===== src/sv/ps2mt_pkg.sv =====
package ps2mt_pkg;

  localparam int CoordBitsDefault = 12;
  localparam int CursorResetX = 512;
  localparam int CursorResetY = 384;
  localparam logic [9:0] IdleTicksMax = 10'd1023;

  localparam logic [7:0] SyncBit = 8'h08;
  localparam logic [7:0] OverflowBits = 8'hC0;

  typedef enum logic [2:0] {
    OP_BYTE = 3'd0,
    OP_TICK = 3'd1,
    OP_POLL = 3'd2,
    OP_REL  = 3'd3,
    OP_ABS  = 3'd4,
    OP_SET  = 3'd5
  } op_t;

  localparam logic [1:0] CFG_MAX_X = 2'd0;
  localparam logic [1:0] CFG_MAX_Y = 2'd1;
  localparam logic [1:0] CFG_WHEEL_MODE = 2'd2;
  localparam logic [1:0] CFG_TIMEOUT = 2'd3;

  typedef struct packed {
    logic [11:0] max_x;
    logic [11:0] max_y;
    logic        wheel_mode;
    logic [9:0]  timeout_ticks;
  } cfg_t;

  typedef struct packed {
    logic [2:0]         operation;
    logic [7:0]         data_byte;
    logic signed [15:0] value_x;
    logic signed [15:0] value_y;
    logic signed [7:0]  scroll_step;
    logic [2:0]         button_bits;
  } item_t;

  typedef struct packed {
    logic       valid;
    logic [7:0] first;
    logic [7:0] dx_byte;
    logic [7:0] dy_byte;
    logic       wheel_en;
    logic [7:0] wheel_byte;
  } pkt_t;

  typedef struct packed {
    logic [11:0]        pointer_x;
    logic [11:0]        pointer_y;
    logic signed [31:0] sum_dx;
    logic signed [31:0] sum_dy;
    logic signed [7:0]  sum_scroll;
    logic [2:0]         buttons;
    logic               changed;
  } stat_t;

endpackage


===== src/sv/ps2mt_framer.sv =====
module ps2mt_framer (
  input  logic                clk,
  input  logic                rst,
  input  ps2mt_pkg::cfg_t     cfg,
  input  ps2mt_pkg::item_t    item,
  input  logic                proc,
  output ps2mt_pkg::pkt_t     pkt,
  output logic [31:0]         resync_total
);
  import ps2mt_pkg::*;

  logic [7:0] held_bytes [3];
  logic [1:0] byte_position;
  logic [1:0] byte_position_next;
  logic [9:0] idle_ticks;
  logic [9:0] idle_ticks_next;
  logic [31:0] resync_total_next;

  logic       is_byte;
  logic       is_tick;
  logic       timed_out;
  logic [1:0] pos0;
  logic       bad_first;
  logic       complete;
  logic [7:0] b;

  always_comb begin
    b = item.data_byte;
    is_byte = proc && (item.operation == OP_BYTE);
    is_tick = proc && (item.operation == OP_TICK);
    timed_out = (byte_position != 2'd0) && (idle_ticks > cfg.timeout_ticks);
    pos0 = timed_out ? 2'd0 : byte_position;
    bad_first = (pos0 == 2'd0) && ((b & SyncBit) == 8'h00);
    complete = !bad_first && (pos0 >= (cfg.wheel_mode ? 2'd3 : 2'd2));

    pkt.first = held_bytes[0];
    pkt.dx_byte = held_bytes[1];
    pkt.dy_byte = (pos0 == 2'd2) ? b : held_bytes[2];
    pkt.wheel_en = cfg.wheel_mode && (pos0 == 2'd3);
    pkt.wheel_byte = b;
    pkt.valid = is_byte && complete && ((held_bytes[0] & SyncBit) != 8'h00)
                && ((held_bytes[0] & OverflowBits) == 8'h00);

    byte_position_next = byte_position;
    idle_ticks_next = idle_ticks;
    resync_total_next = resync_total;
    if (is_byte) begin
      idle_ticks_next = '0;
      resync_total_next = resync_total + 32'(timed_out) + 32'(bad_first);
      if (bad_first || complete) begin
        byte_position_next = 2'd0;
      end else begin
        byte_position_next = pos0 + 2'd1;
      end
    end else if (is_tick && (idle_ticks != IdleTicksMax)) begin
      idle_ticks_next = idle_ticks + 10'd1;
    end
  end

  always_ff @(posedge clk) begin
    if (rst) begin
      byte_position <= '0;
      idle_ticks <= '0;
      resync_total <= '0;
    end else begin
      byte_position <= byte_position_next;
      idle_ticks <= idle_ticks_next;
      resync_total <= resync_total_next;
    end
  end

  always_ff @(posedge clk) begin
    if (is_byte && !bad_first && (pos0 != 2'd3)) begin
      held_bytes[pos0] <= b;
    end
  end

endmodule


===== src/sv/ps2mt_tracker.sv =====
module ps2mt_tracker #(
  parameter int COORD_BITS = ps2mt_pkg::CoordBitsDefault
) (
  input  logic                clk,
  input  logic                rst,
  input  ps2mt_pkg::cfg_t     cfg,
  input  ps2mt_pkg::item_t    item,
  input  logic                proc,
  input  ps2mt_pkg::pkt_t     pkt,
  output ps2mt_pkg::stat_t    stat
);
  import ps2mt_pkg::*;

  localparam logic [COORD_BITS-1:0] CoordMax = '1;
  localparam logic [COORD_BITS-1:0] ResetX =
    (CursorResetX < (2**COORD_BITS - 1)) ? COORD_BITS'(CursorResetX) : CoordMax;
  localparam logic [COORD_BITS-1:0] ResetY =
    (CursorResetY < (2**COORD_BITS - 1)) ? COORD_BITS'(CursorResetY) : CoordMax;

  logic [COORD_BITS-1:0] cursor_x, cursor_x_next;
  logic [COORD_BITS-1:0] cursor_y, cursor_y_next;
  logic [31:0] delta_x_total, delta_x_total_next;
  logic [31:0] delta_y_total, delta_y_total_next;
  logic [7:0]  wheel_total, wheel_total_next;
  logic [2:0]  button_state, button_state_next;
  logic        update_flag, update_flag_next;

  logic [COORD_BITS-1:0] top_x, top_y;
  logic signed [15:0] rel_dx, rel_dy;
  logic signed [9:0]  pkt_dx, pkt_dy;
  logic signed [17:0] sum_x, sum_y;
  logic [COORD_BITS-1:0] rel_x, rel_y, abs_x, abs_y;
  logic [7:0] wheel_nib;

  function automatic logic [COORD_BITS-1:0] clamp(input logic signed [17:0] v,
                                                  input logic [COORD_BITS-1:0] top);
    logic signed [17:0] t;
    t = $signed(18'(top));
    if (v < 18'sd0) begin
      return '0;
    end else if (v > t) begin
      return top;
    end
    return v[COORD_BITS-1:0];
  endfunction

  always_comb begin
    top_x = (17'(cfg.max_x) > 17'(CoordMax)) ? CoordMax : COORD_BITS'(cfg.max_x);
    top_y = (17'(cfg.max_y) > 17'(CoordMax)) ? CoordMax : COORD_BITS'(cfg.max_y);

    pkt_dx = $signed({pkt.first[4], pkt.first[4], pkt.dx_byte});
    pkt_dy = -$signed({pkt.first[5], pkt.first[5], pkt.dy_byte});
    if (pkt.valid) begin
      rel_dx = {{6{pkt_dx[9]}}, pkt_dx};
      rel_dy = {{6{pkt_dy[9]}}, pkt_dy};
    end else begin
      rel_dx = item.value_x;
      rel_dy = item.value_y;
    end
    sum_x = $signed(18'(cursor_x)) + {{2{rel_dx[15]}}, rel_dx};
    sum_y = $signed(18'(cursor_y)) + {{2{rel_dy[15]}}, rel_dy};
    rel_x = clamp(sum_x, top_x);
    rel_y = clamp(sum_y, top_y);
    abs_x = clamp({{2{item.value_x[15]}}, item.value_x}, top_x);
    abs_y = clamp({{2{item.value_y[15]}}, item.value_y}, top_y);
    wheel_nib = {{4{pkt.wheel_byte[3]}}, pkt.wheel_byte[3:0]};

    cursor_x_next = cursor_x;
    cursor_y_next = cursor_y;
    delta_x_total_next = delta_x_total;
    delta_y_total_next = delta_y_total;
    wheel_total_next = wheel_total;
    button_state_next = button_state;
    update_flag_next = update_flag;

    if (pkt.valid) begin
      cursor_x_next = rel_x;
      cursor_y_next = rel_y;
      delta_x_total_next = delta_x_total + {{16{rel_dx[15]}}, rel_dx};
      delta_y_total_next = delta_y_total + {{16{rel_dy[15]}}, rel_dy};
      if (pkt.wheel_en) begin
        wheel_total_next = wheel_total + wheel_nib;
      end
      button_state_next = pkt.first[2:0];
      update_flag_next = 1'b1;
    end else if (proc) begin
      case (op_t'(item.operation))
        OP_POLL: begin
          delta_x_total_next = '0;
          delta_y_total_next = '0;
          wheel_total_next = '0;
          update_flag_next = 1'b0;
        end
        OP_REL: begin
          cursor_x_next = rel_x;
          cursor_y_next = rel_y;
          delta_x_total_next = delta_x_total + {{16{rel_dx[15]}}, rel_dx};
          delta_y_total_next = delta_y_total + {{16{rel_dy[15]}}, rel_dy};
          wheel_total_next = wheel_total + item.scroll_step;
          button_state_next = item.button_bits;
          update_flag_next = 1'b1;
        end
        OP_ABS: begin
          cursor_x_next = abs_x;
          cursor_y_next = abs_y;
          delta_x_total_next = delta_x_total + 32'(abs_x) - 32'(cursor_x);
          delta_y_total_next = delta_y_total + 32'(abs_y) - 32'(cursor_y);
          wheel_total_next = wheel_total + item.scroll_step;
          button_state_next = item.button_bits;
          update_flag_next = 1'b1;
        end
        OP_SET: begin
          cursor_x_next = abs_x;
          cursor_y_next = abs_y;
          update_flag_next = 1'b1;
        end
        default: begin
        end
      endcase
    end

    stat.pointer_x = 12'(cursor_x);
    stat.pointer_y = 12'(cursor_y);
    stat.sum_dx = $signed(delta_x_total);
    stat.sum_dy = $signed(delta_y_total);
    stat.sum_scroll = $signed(wheel_total);
    stat.buttons = button_state;
    stat.changed = update_flag;
  end

  always_ff @(posedge clk) begin
    if (rst) begin
      cursor_x <= ResetX;
      cursor_y <= ResetY;
      delta_x_total <= '0;
      delta_y_total <= '0;
      wheel_total <= '0;
      button_state <= '0;
      update_flag <= 1'b0;
    end else begin
      cursor_x <= cursor_x_next;
      cursor_y <= cursor_y_next;
      delta_x_total <= delta_x_total_next;
      delta_y_total <= delta_y_total_next;
      wheel_total <= wheel_total_next;
      button_state <= button_state_next;
      update_flag <= update_flag_next;
    end
  end

endmodule


===== src/sv/ps2_mouse_packet_tracker.sv =====
// A poll word is held in the input register, and its result is then stored in the result register.
// Throughput: one word per cycle; the input register and the result register
// are split so a waiting poll result only holds back the next poll.
// Reset (rst, synchronous): config to defaults, framer idle, cursor centered,
// accumulators and counters zero. Held packet bytes are not cleared.
module ps2_mouse_packet_tracker #(
  parameter int COORD_BITS = ps2mt_pkg::CoordBitsDefault
) (
  input  logic               clk,
  input  logic               rst,
  input  logic               in_valid,
  output logic               in_stall,
  input  logic [2:0]         operation,
  input  logic [7:0]         data_byte,
  input  logic signed [15:0] value_x,
  input  logic signed [15:0] value_y,
  input  logic signed [7:0]  scroll_step,
  input  logic [2:0]         button_bits,
  output logic               out_valid,
  input  logic               out_stall,
  output logic [11:0]        pointer_x,
  output logic [11:0]        pointer_y,
  output logic signed [31:0] sum_dx,
  output logic signed [31:0] sum_dy,
  output logic signed [7:0]  sum_scroll,
  output logic [2:0]         buttons,
  output logic               changed,
  output logic [31:0]        resyncs,
  input  logic               cfg_valid,
  output logic               cfg_ready,
  input  logic [1:0]         cfg_index,
  input  logic [11:0]        cfg_data
);
  import ps2mt_pkg::*;

  cfg_t  cfg;
  item_t item;
  logic  in_full;
  logic  advance;
  logic  proc;
  logic  load;
  logic  is_poll;
  pkt_t  pkt;
  stat_t stat;
  logic [31:0] resync_total;

  assign cfg_ready = 1'b1;

  always_ff @(posedge clk) begin
    if (rst) begin
      cfg.max_x <= 12'd1023;
      cfg.max_y <= 12'd767;
      cfg.wheel_mode <= 1'b0;
      cfg.timeout_ticks <= 10'd100;
    end else if (cfg_valid) begin
      case (cfg_index)
        CFG_MAX_X: cfg.max_x <= cfg_data;
        CFG_MAX_Y: cfg.max_y <= cfg_data;
        CFG_WHEEL_MODE: cfg.wheel_mode <= cfg_data[0];
        CFG_TIMEOUT: cfg.timeout_ticks <= cfg_data[9:0];
        default: begin
        end
      endcase
    end
  end

  always_comb begin
    is_poll = (item.operation == OP_POLL);
    advance = !is_poll || !out_valid || !out_stall;
    proc = in_full && advance;
    in_stall = in_full && !advance;
    load = in_valid && !in_stall;
  end

  always_ff @(posedge clk) begin
    if (rst) begin
      in_full <= 1'b0;
    end else begin
      in_full <= load || (in_full && !advance);
    end
  end

  always_ff @(posedge clk) begin
    if (load) begin
      item.operation <= operation;
      item.data_byte <= data_byte;
      item.value_x <= value_x;
      item.value_y <= value_y;
      item.scroll_step <= scroll_step;
      item.button_bits <= button_bits;
    end
  end

  ps2mt_framer u_framer (
    .clk          (clk),
    .rst          (rst),
    .cfg          (cfg),
    .item         (item),
    .proc         (proc),
    .pkt          (pkt),
    .resync_total (resync_total)
  );

  ps2mt_tracker #(
    .COORD_BITS (COORD_BITS)
  ) u_tracker (
    .clk  (clk),
    .rst  (rst),
    .cfg  (cfg),
    .item (item),
    .proc (proc),
    .pkt  (pkt),
    .stat (stat)
  );

  always_ff @(posedge clk) begin
    if (rst) begin
      out_valid <= 1'b0;
    end else if (proc && is_poll) begin
      out_valid <= 1'b1;
    end else if (!out_stall) begin
      out_valid <= 1'b0;
    end
  end

  always_ff @(posedge clk) begin
    if (proc && is_poll) begin
      pointer_x <= stat.pointer_x;
      pointer_y <= stat.pointer_y;
      sum_dx <= stat.sum_dx;
      sum_dy <= stat.sum_dy;
      sum_scroll <= stat.sum_scroll;
      buttons <= stat.buttons;
      changed <= stat.changed;
      resyncs <= resync_total;
    end
  end

endmodule

===== config.mk =====
export PLATFORM = sky130hd
export DESIGN_NAME = ps2_mouse_packet_tracker
export DESIGN_NICKNAME = d
export VERILOG_FILES = /design/src/sv/ps2mt_pkg.sv /design/src/sv/ps2mt_framer.sv /design/src/sv/ps2mt_tracker.sv /design/src/sv/ps2_mouse_packet_tracker.sv
export SDC_FILE = /design/constraint.sdc
export NUM_CORES = 1
export LEC_CHECK = 0
export ABC_AREA = 1
export BUFFER_PORTS_ARGS = -buffer_cell sky130_fd_sc_hd__buf_2
export CORE_MARGIN = 2
export CORE_UTILIZATION = 40
export DETAILED_ROUTE_END_ITERATION = 8
export SKIP_LAST_GASP = 1
export SLEW_MARGIN = 10
export SYNTH_ARGS = -nofsm -noshare
export SYNTH_HDL_FRONTEND = slang
export SYNTH_HIERARCHICAL = 1
export SYNTH_SLANG_ARGS = --single-unit

===== constraint.sdc =====
create_clock -name clk -period 8.4 [get_ports clk]
set_clock_uncertainty 0.05 [all_clocks]
set_input_delay 1.26 -clock clk [delete_from_list [all_inputs] [get_ports clk]]
set_output_delay 1.26 -clock clk [all_outputs]
set_load 0.03 [all_outputs]

# Yosys cells after proc, flatten, opt, wreduce, memory -nomap -nowiden
# Memories as Yosys holds them, arrays and structs flattened.
# Index checks and enable logic that the tools add are counted.
# word_totals
latch_bits	0
wordCells	173
ram_bits	24
reg_bits	367
romBits	0
out_inout_bits	135
input_bits	73
n_memories	1
# op_classes
muxes	52
reduce_logical	51
n_lt_le_gt_ge	10
n_div	0
shift	0
bitwise	0
add_sub_neg	15
multipliers	0
eq_ne	14
# memory_table
name	depth	word_bits	rd	rd_clocked_by_memory_dff	write_ports	line	text
u_framer.held_bytes	3	8	3	0	1	ps2mt_framer.sv:12	logic [7:0] held_bytes [3];
# ops
op	n
$mux W12	16
$pmux W32 S3	2
$mux W32	4
$add A32 B1 Y32	2
$add A32 B12 Y32	2
$add A32 B32 Y32	2
$sub A32 B12 Y32	2
$pmux W12 S2	2
$gt A18 B13 Y1	2
$lt A18 B1 Y1 const B	2
$add A13 B16 Y17	2
$gt A16 B13 Y1	2
$lt A16 B1 Y1 const B	2
$mux W16	2
$mux W8	4
$add A8 B8 Y8	2
$logic_and A1 B1 Y1	16
$logic_not A8 Y1	2
$pmux W8 S2	1
$reduce_and A2 Y1	8
$mux W1	15
$add A10 B1 Y10 const B	1
$gt A10 B10 Y1	1
$ne A10 B10 Y1 const B	1
23 further kinds	47

# Depth between registers and ports, before layout
# Gate-level depths: netlist (run 1).
# logic_depth
depth_word	19
mapped_depth	48
mapped_depth_nobuf	46

# Cells and area by module
# The synthesis (run 1) kept the hierarchy.
# modules_own_cells
module	instances	area_per_inst_um2	cells_per_inst	seq_area_each_um2
ps2mt_tracker	1	16831.1	2810	2001.9
ps2_mouse_packet_tracker	1	6995.5	367	6326.1
ps2mt_framer	1	3877.5	531	1601.5

# Least setup slack after synthesis (run 1)
# Ideal clock, no wire load.
# synth_path
kind	in2reg
start	input port out_stall
end	register u_tracker.cursor_y[7]
setup_slack_ps	2202
cell_stages	37
setup_ps	115
path_buffers	4
t_arrival_ps	6033
required_ps	8235
cell_sequence	nand2_1 -> inv_1 -> a21oi_1 -> nand2_2 -> nor2_8 -> inv_1 -> a21oi_1 -> nand3_1 -> nor2_1 -> buf_4 -> clkbuf_1 -> clkbuf_1 -> nand2_1 -> o21ai_0 -> ha_1 -> inv_1 -> fa_1 -> nor3_1 -> nor3_1 -> o21ai_0 -> xor2_1 -> ha_1 -> nand2_1 -> nor2_1 -> nand3b_1 -> nand4_1 -> nand2_1 -> nand2_1 -> nand2_1 -> nand3b_1 -> nand2_2 -> nand3_2 -> buf_2 -> nand3_1 -> nand3_1 -> nand3_1 -> nand2_1
# synth_lines
element	line	text
from (decl)	ps2_mouse_packet_tracker.sv:20	input logic out_stall,
to (signal assigned)	ps2mt_tracker.sv:134	cursor_y <= ResetY;
to (signal assigned)	ps2mt_tracker.sv:142	cursor_y <= cursor_y_next;
to (decl)	ps2mt_tracker.sv:21	logic [COORD_BITS-1:0] cursor_y, cursor_y_next;

==> reports/results.tsv, run 1 <==
stage	metric	value	unit
outcome	run status	finished, final reports clean	
global_routing	first-pass GRT wire length	132000	um
flow_run	number of max-cap violations	0	
floorplanning	Initial Util	40.3	%
global_routing	initial antenna violation count	3	
timing	Slew @ Worst Pin	962	ps
timing	endpoints failing setup	0	
timing	Fin Setup TNS	0	ps
finish	# diodes	0	
detailed_routing	DR iter-0 viols	1834	
finish	commonest non-fill, non-tap cell in the layout	nand2_1	
detailed_routing	Routed Antenna Nets	0	
global_routing	GRT Total Usage	23.6	%
clock_network	hold_buf cts	0	
global_routing	pin count of the biggest net entering global routing	86	
timing	worst hold slack	381	ps
clock_network	CTS Sinks	391	
detailed_routing	first-pass iteration count of the detailed router	5	
floorplanning	core box area	68600	um^2
logic_synthesis	Syn Area/Cell	7.47	um^2
worst_setup_path	Worst path top cell family by delay	simple AND/OR/NAND/NOR gates	
floorplanning	Rows	96	
placement	Post-DP HPWL	66700	um
timing	RSZ-0062 raised after global routing	no	
worst_setup_path	Worst Path Buf+Inv	5	
worst_setup_path	crit start category	primary input	
logic_synthesis	syn nets	4038	
power	Peak VDD IR	145	uV
global_routing	vias in the first global route	23200	
floorplanning	# IOs	208	
placement	Post-Place Cells	4766	
detailed_routing	average wire per standard cell	17.6	um
clock_network	CTS max path bufs	3	
clock_network	clock root buffer	clkbuf_16	
finish	final core utilization	45.3	%
worst_setup_path	Critical Path RT	8810	ps
clock_network	H-tree lvl count	2	
power	pwr/cell area	172	nW/um^2
detailed_routing	Detailed Route WL	85100	um
worst_setup_path	Crit Path Class	in -> reg	
clock_network	PostCTS Resize Cnt	0	
clock_network	Clock transition at path regs	60	ps
clock_network	CTS Buf Count	45	
worst_setup_path	worst-path maximum fanout	28	
logic_synthesis	Mapped Area	27700	um^2
timing	final-report max-slew violation count	0	
finish	share of cells above drive strength 1	9.77	%
floorplanning	die area	71300	um^2
floorplanning	DIE WIDTH	267	um
timing	Slew headroom	35.9	%
global_routing	remaining global-route overflow	0	
power	leakage power	15.2	nW
clock_network	Skew-Pair Late Insertion Delay	610	ps
placement	gpl congestion	0.945	
worst_setup_path	CP arrival	7270	ps
worst_hold_path	worst min-delay path class	reg -> reg	
clock_network	Post-CTS Setup Inserts	0	
detailed_routing	drt via density	5.20	
timing	crit share post-route	81.6	%
worst_setup_path	critical path's slowest cell	a21oi_2	
detailed_routing	Vias	25200	
timing	Fin. Hold Viols	0	
worst_setup_path	crit-path max cell delay	480	ps
finish	most frequent cells in the layout	nand2_1 (817), inv_1 (576), a21oi_1 (334), nand3_1 (287), nor2_1 (261)	
timing	fin crit period	6860	ps
detailed_routing	DRC Markers	0	
timing	achievable frequency	0.146	GHz
placement	IO buf count	206	
finish	nets	4216	
finish	Non-Filler Instances	4850	
finish	synth-to-layout area growth	12.3	%
clock_network	CTS tree	done	
worst_setup_path	Worst path most repeated cell	nand2_1	
worst_setup_path	critical path endpoint category	flip-flop	
logic_synthesis	Mapped Cells	3704	
floorplanning	Chip Height	267	um
logic_synthesis	Synth warnings	6	
==> report_power, final <==
group	total [mW]	internal [mW]	switching (mW)
logic	1.21	0.399	0.813
clock network	2.01	1.15	0.864
registers	2.13	2.06	0.0639
==> registers in the layout, indices dropped and copies added, names as in the netlist, 2 cells and up <==
signal and cells:
cfg 35, u_tracker/button_state 3, u_tracker/delta_x_total 32, u_tracker/delta_y_total 32, resyncs 32, pointer_y 12, u_framer/idle_ticks 10, buttons 3
u_framer/held_bytes 24, u_framer/resync_total 32, u_tracker/wheel_total 8, item 54, sum_dy 32, u_framer/byte_position 2, u_tracker/cursor_x 12, u_tracker/cursor_y 12
sum_scroll 8, sum_dx 32, pointer_x 12
==> area by class of cell <==
cell class	instances	area, um^2
Sequential cell	391	9930
Inverter	596	2240
Clock inverter	27	318
Timing Repair Buffer	221	1150
Fill cell	6981	37500
Tap cell	931	1160
Multi-Input combinational cell	2627	15100
Clock buffer	57	1190
==> worst paths after layout <==
check	end	from	slack (ps)	depth (start not counted)
setup reg to reg	u_tracker/cursor_y[10]$_SDFFE_PP0P_	cfg[9]$_SDFFE_PP0P_	1540	40
hold / removal	buttons[1]$_DFFE_PP_	u_tracker/button_state[1]$_SDFFE_PP0P_	380	0
setup / recovery	u_tracker/cursor_x[4]$_SDFFE_PP0P_	out_stall	1540	33
hold reg to reg	buttons[1]$_DFFE_PP_	u_tracker/button_state[1]$_SDFFE_PP0P_	380	0
==> metrics by stage <==
step	area [um^2]	total power, mW	setup WS (ps)
detailed placement	29600	3.35	954
finish	31100	5.35	1540
floorplan	27700	3.01	2200
CTS	31100	5.39	1550
global route	31100	5.63	710
global placement	29600	3.35	1070
==> layer usage <==
metal	vias to the layer above	global-route usage, %	share of wire (%)	routed length, um
met5	-	0	0.042	36
met4	6	5.28	1.9	1650
met3	88	2.88	5.4	4610
met2	668	37.8	45	38200
met1	11700	33.8	48	40700
li1	12700	-	-	-
==> worst reg2reg max path: cells and delay by family (launching register included) <==
| family | cells | cell delay, ps |
|---|---|---|
| AO/OA/AOI/OAI | 4 | 580 |
| XOR/XNOR | 2 | 400 |
| adder cells (fa/ha/maj) | 5 | 1490 |
| buffers and inverters | 7 | 740 |
| flip-flops | 1 | 330 |
| AND/OR/NAND/NOR | 22 | 3040 |
Note: power is estimated with default switching activity, not from simulation.
==> run 2, diff against run 1 <==
==> constraint.sdc (replaced) <==
create_clock -name clk -period 5.7 [get_ports clk]
set_clock_uncertainty 0.05 [all_clocks]
set_input_delay 0.855 -clock clk [delete_from_list [all_inputs] [get_ports clk]]
set_output_delay 0.855 -clock clk [all_outputs]
set_load 0.03 [all_outputs]
==> run 2 against run 1 <==
  * Non-clock buffer count grew 121
  * Critical path depth is 6 higher
  * Power increased by 52%
  * Setup slack got worse by 1300 ps
  * Clock-buffer cell count grew 2
  * Combinational power up 61%
  * Via count is 2.9% higher
  * Register-to-register slack got worse by 1300 ps
  * Utilization rose by 2.6 points
  * Critical endpoint is now u_tracker/cursor_y[3]$_SDFFE_PP0P_
  * Largest cell class unchanged
==> reports/results.tsv, run 2 (synthesis gave the netlist of run 1 again) <==
stage	metric	value	unit
floorplanning	Rows	96	
timing	endpoints failing setup	0	
finish	commonest non-fill, non-tap cell in the layout	nand2_1	
worst_setup_path	Crit Path Class	reg -> reg	
detailed_routing	DR iter-0 viols	1812	
finish	max reg flops	54	
clock_network	hold_buf cts	0	
placement	Placed Area	30300	um^2
detailed_routing	met3 wire len	5960	um
floorplanning	die area	71300	um^2
timing	Slew headroom	26.2	%
finish	final core utilization	47.9	%
floorplanning	Chip Height	267	um
clock_network	H-tree lvl count	2	
detailed_routing	DRC Markers	0	
finish	most frequent cells in the layout	nand2_1 (784), inv_1 (570), a21oi_1 (322), nand3_1 (277), nor2_1 (250)	
worst_setup_path	crit start category	flip-flop	
clock_network	CTS Buf Count	46	
detailed_routing	first-pass iteration count of the detailed router	6	
floorplanning	core box area	68600	um^2
worst_setup_path	worst-path maximum fanout	8	
finish	final instance area	32900	um^2
power	leakage power	15.9	nW
worst_setup_path	RR Startpoint	cfg[5]$_SDFFE_PP1P_	
worst_setup_path	worst r2r dst	u_tracker/cursor_y[3]$_SDFFE_PP0P_	
finish	fillers	6856	
timing	RSZ-0062 raised after global routing	yes	
worst_setup_path	R2R depth	39	
worst_hold_path	WHS Endpoint	item[50]$_DFFE_PP_	
placement	IO buf count	206	
worst_setup_path	Critical Path RT	6080	ps
clock_network	Skew-Pair Late Insertion Delay	610	ps
detailed_routing	met2 wire length	40300	um
worst_setup_path	Worst path top cell family by delay	simple AND/OR/NAND/NOR gates	
timing	worst hold slack	364	ps
worst_hold_path	Hold Crit Start	data_byte[7]	
finish	# diodes	0	
worst_hold_path	hold path depth	1	
timing	final-report max-slew violation count	0	
timing	Slew @ Worst Pin	1110	ps
floorplanning	Initial Util	40.3	%
timing	crit share post-route	96.3	%
clock_network	CTS Sinks	391	
timing	achievable frequency	0.182	GHz
outcome	run status	finished, final reports clean	
power	pwr/cell area	247	nW/um^2
finish	biggest regs	item x54, cfg x35	
detailed_routing	average wire per standard cell	17.8	um
finish	share of cells above drive strength 1	15.5	%
detailed_routing	Routed Antenna Nets	0	
global_routing	first-pass GRT wire length	133000	um
global_routing	initial antenna violation count	8	
worst_setup_path	Worst path most repeated cell	nand2_1	
detailed_routing	M1 WL	39700	um
global_routing	GRT Total Usage	24.0	%
finish	nets	4339	
clock_network	CTS tree	done	
worst_setup_path	crit-path max cell delay	340	ps
detailed_routing	DR top layer	met5	
timing	Fin. Hold Viols	0	
worst_hold_path	worst min-delay path class	in -> reg	
global_routing	remaining global-route overflow	0	
power	Pwr Total	8.13	mW
worst_setup_path	CP arrival	5860	ps
finish	area of the multi-input gates	15800	um^2
floorplanning	# IOs	208	
clock_network	clock root buffer	clkbuf_16	
detailed_routing	drt via density	5.22	
global_routing	pin count of the biggest net entering global routing	75	
clock_network	Clock transition at path regs	60	ps
detailed_routing	Detailed Route WL	88600	um
detailed_routing	Vias	25900	
worst_setup_path	critical path's slowest cell	ha_1	
placement	Post-DP HPWL	68100	um
worst_setup_path	flop2flop setup slack	210	ps
placement	gpl congestion	0.954	
floorplanning	DIE WIDTH	267	um
worst_setup_path	critical path endpoint category	flip-flop	
worst_setup_path	Worst Path Buf+Inv	5	
finish	Reg area	9930	um^2
clock_network	CTS max path bufs	3	
finish	synth-to-layout area growth	18.8	%
timing	fin crit period	5490	ps
finish	Biggest register	item	
flow_run	number of max-cap violations	0	
global_routing	vias in the first global route	23900	
power	Peak VDD IR	246	uV
-- run 2: final cells by class --
cell class / count / area share, %
inverters: 596 / 6.84
repair buffers: 342 / 6.71
well taps: 931 / 3.54
clock buffers: 59 / 3.77
clock inverters: 26 / 0.997
multi-input cells: 2628 / 47.9
flip-flops and latches: 391 / 30.2
-- run 2: per-stage QoR --
| stage | TNS [ps] | setup slack (ps) | std cells |
|---|---|---|---|
| final | 0 | 213 | 4973 |
| after global routing | -1690 | -139 | 4973 |
| after CTS | 0 | 20.3 | 4952 |
| after detailed placement | -1520 | -126 | 4865 |
| after global placement | 0 | 6.64 | 4865 |
| after floorplan | 0 | 81.1 | 3704 |
-- run 2: worst max-delay path by stage --
stage,start,end,depth (start not counted),slack [ps]
detailed placement,cfg[9]$_SDFFE_PP0P_,u_tracker/cursor_y[6]$_SDFFE_PP0P_,39,-130
global route,cfg[5]$_SDFFE_PP1P_,u_tracker/cursor_y[4]$_SDFFE_PP0P_,40,-140
finish,cfg[5]$_SDFFE_PP1P_,u_tracker/cursor_y[3]$_SDFFE_PP0P_,39,210
floorplan,out_stall,u_tracker/cursor_y[7]$_SDFFE_PP1P_,37,80
global placement,cfg[9]$_SDFFE_PP0P_,u_tracker/cursor_y[1]$_SDFFE_PP0P_,39,7
CTS,cfg[9]$_SDFFE_PP0P_,u_tracker/cursor_x[1]$_SDFFE_PP0P_,36,20
-- run 2: report_power, final --
| part | internal, mW | total [mW] | switching [mW] |
|---|---|---|---|
| logic | 0.688 | 1.95 | 1.26 |
| registers | 3.04 | 3.13 | 0.0896 |
| clock network | 1.79 | 3.06 | 1.27 |
| total | 5.51 | 8.13 | 2.62 |
-- run 2: routing by layer --
| metal | vias to the layer above | track usage, % |
|---|---|---|
| li1 | 13000 | - |
| met4 | 12 | 6.42 |
| met5 | - | 0 |
| met2 | 789 | 39.2 |
| met3 | 140 | 3.93 |
| met1 | 12000 | 32.8 |
-- run 2: timing repair --
action,4_1_cts,5_1_grt
gates resized for setup,5,167
setup endpoints to repair,24,55
cloned,0,4
pin swaps,1,53
setup buffers,2,17
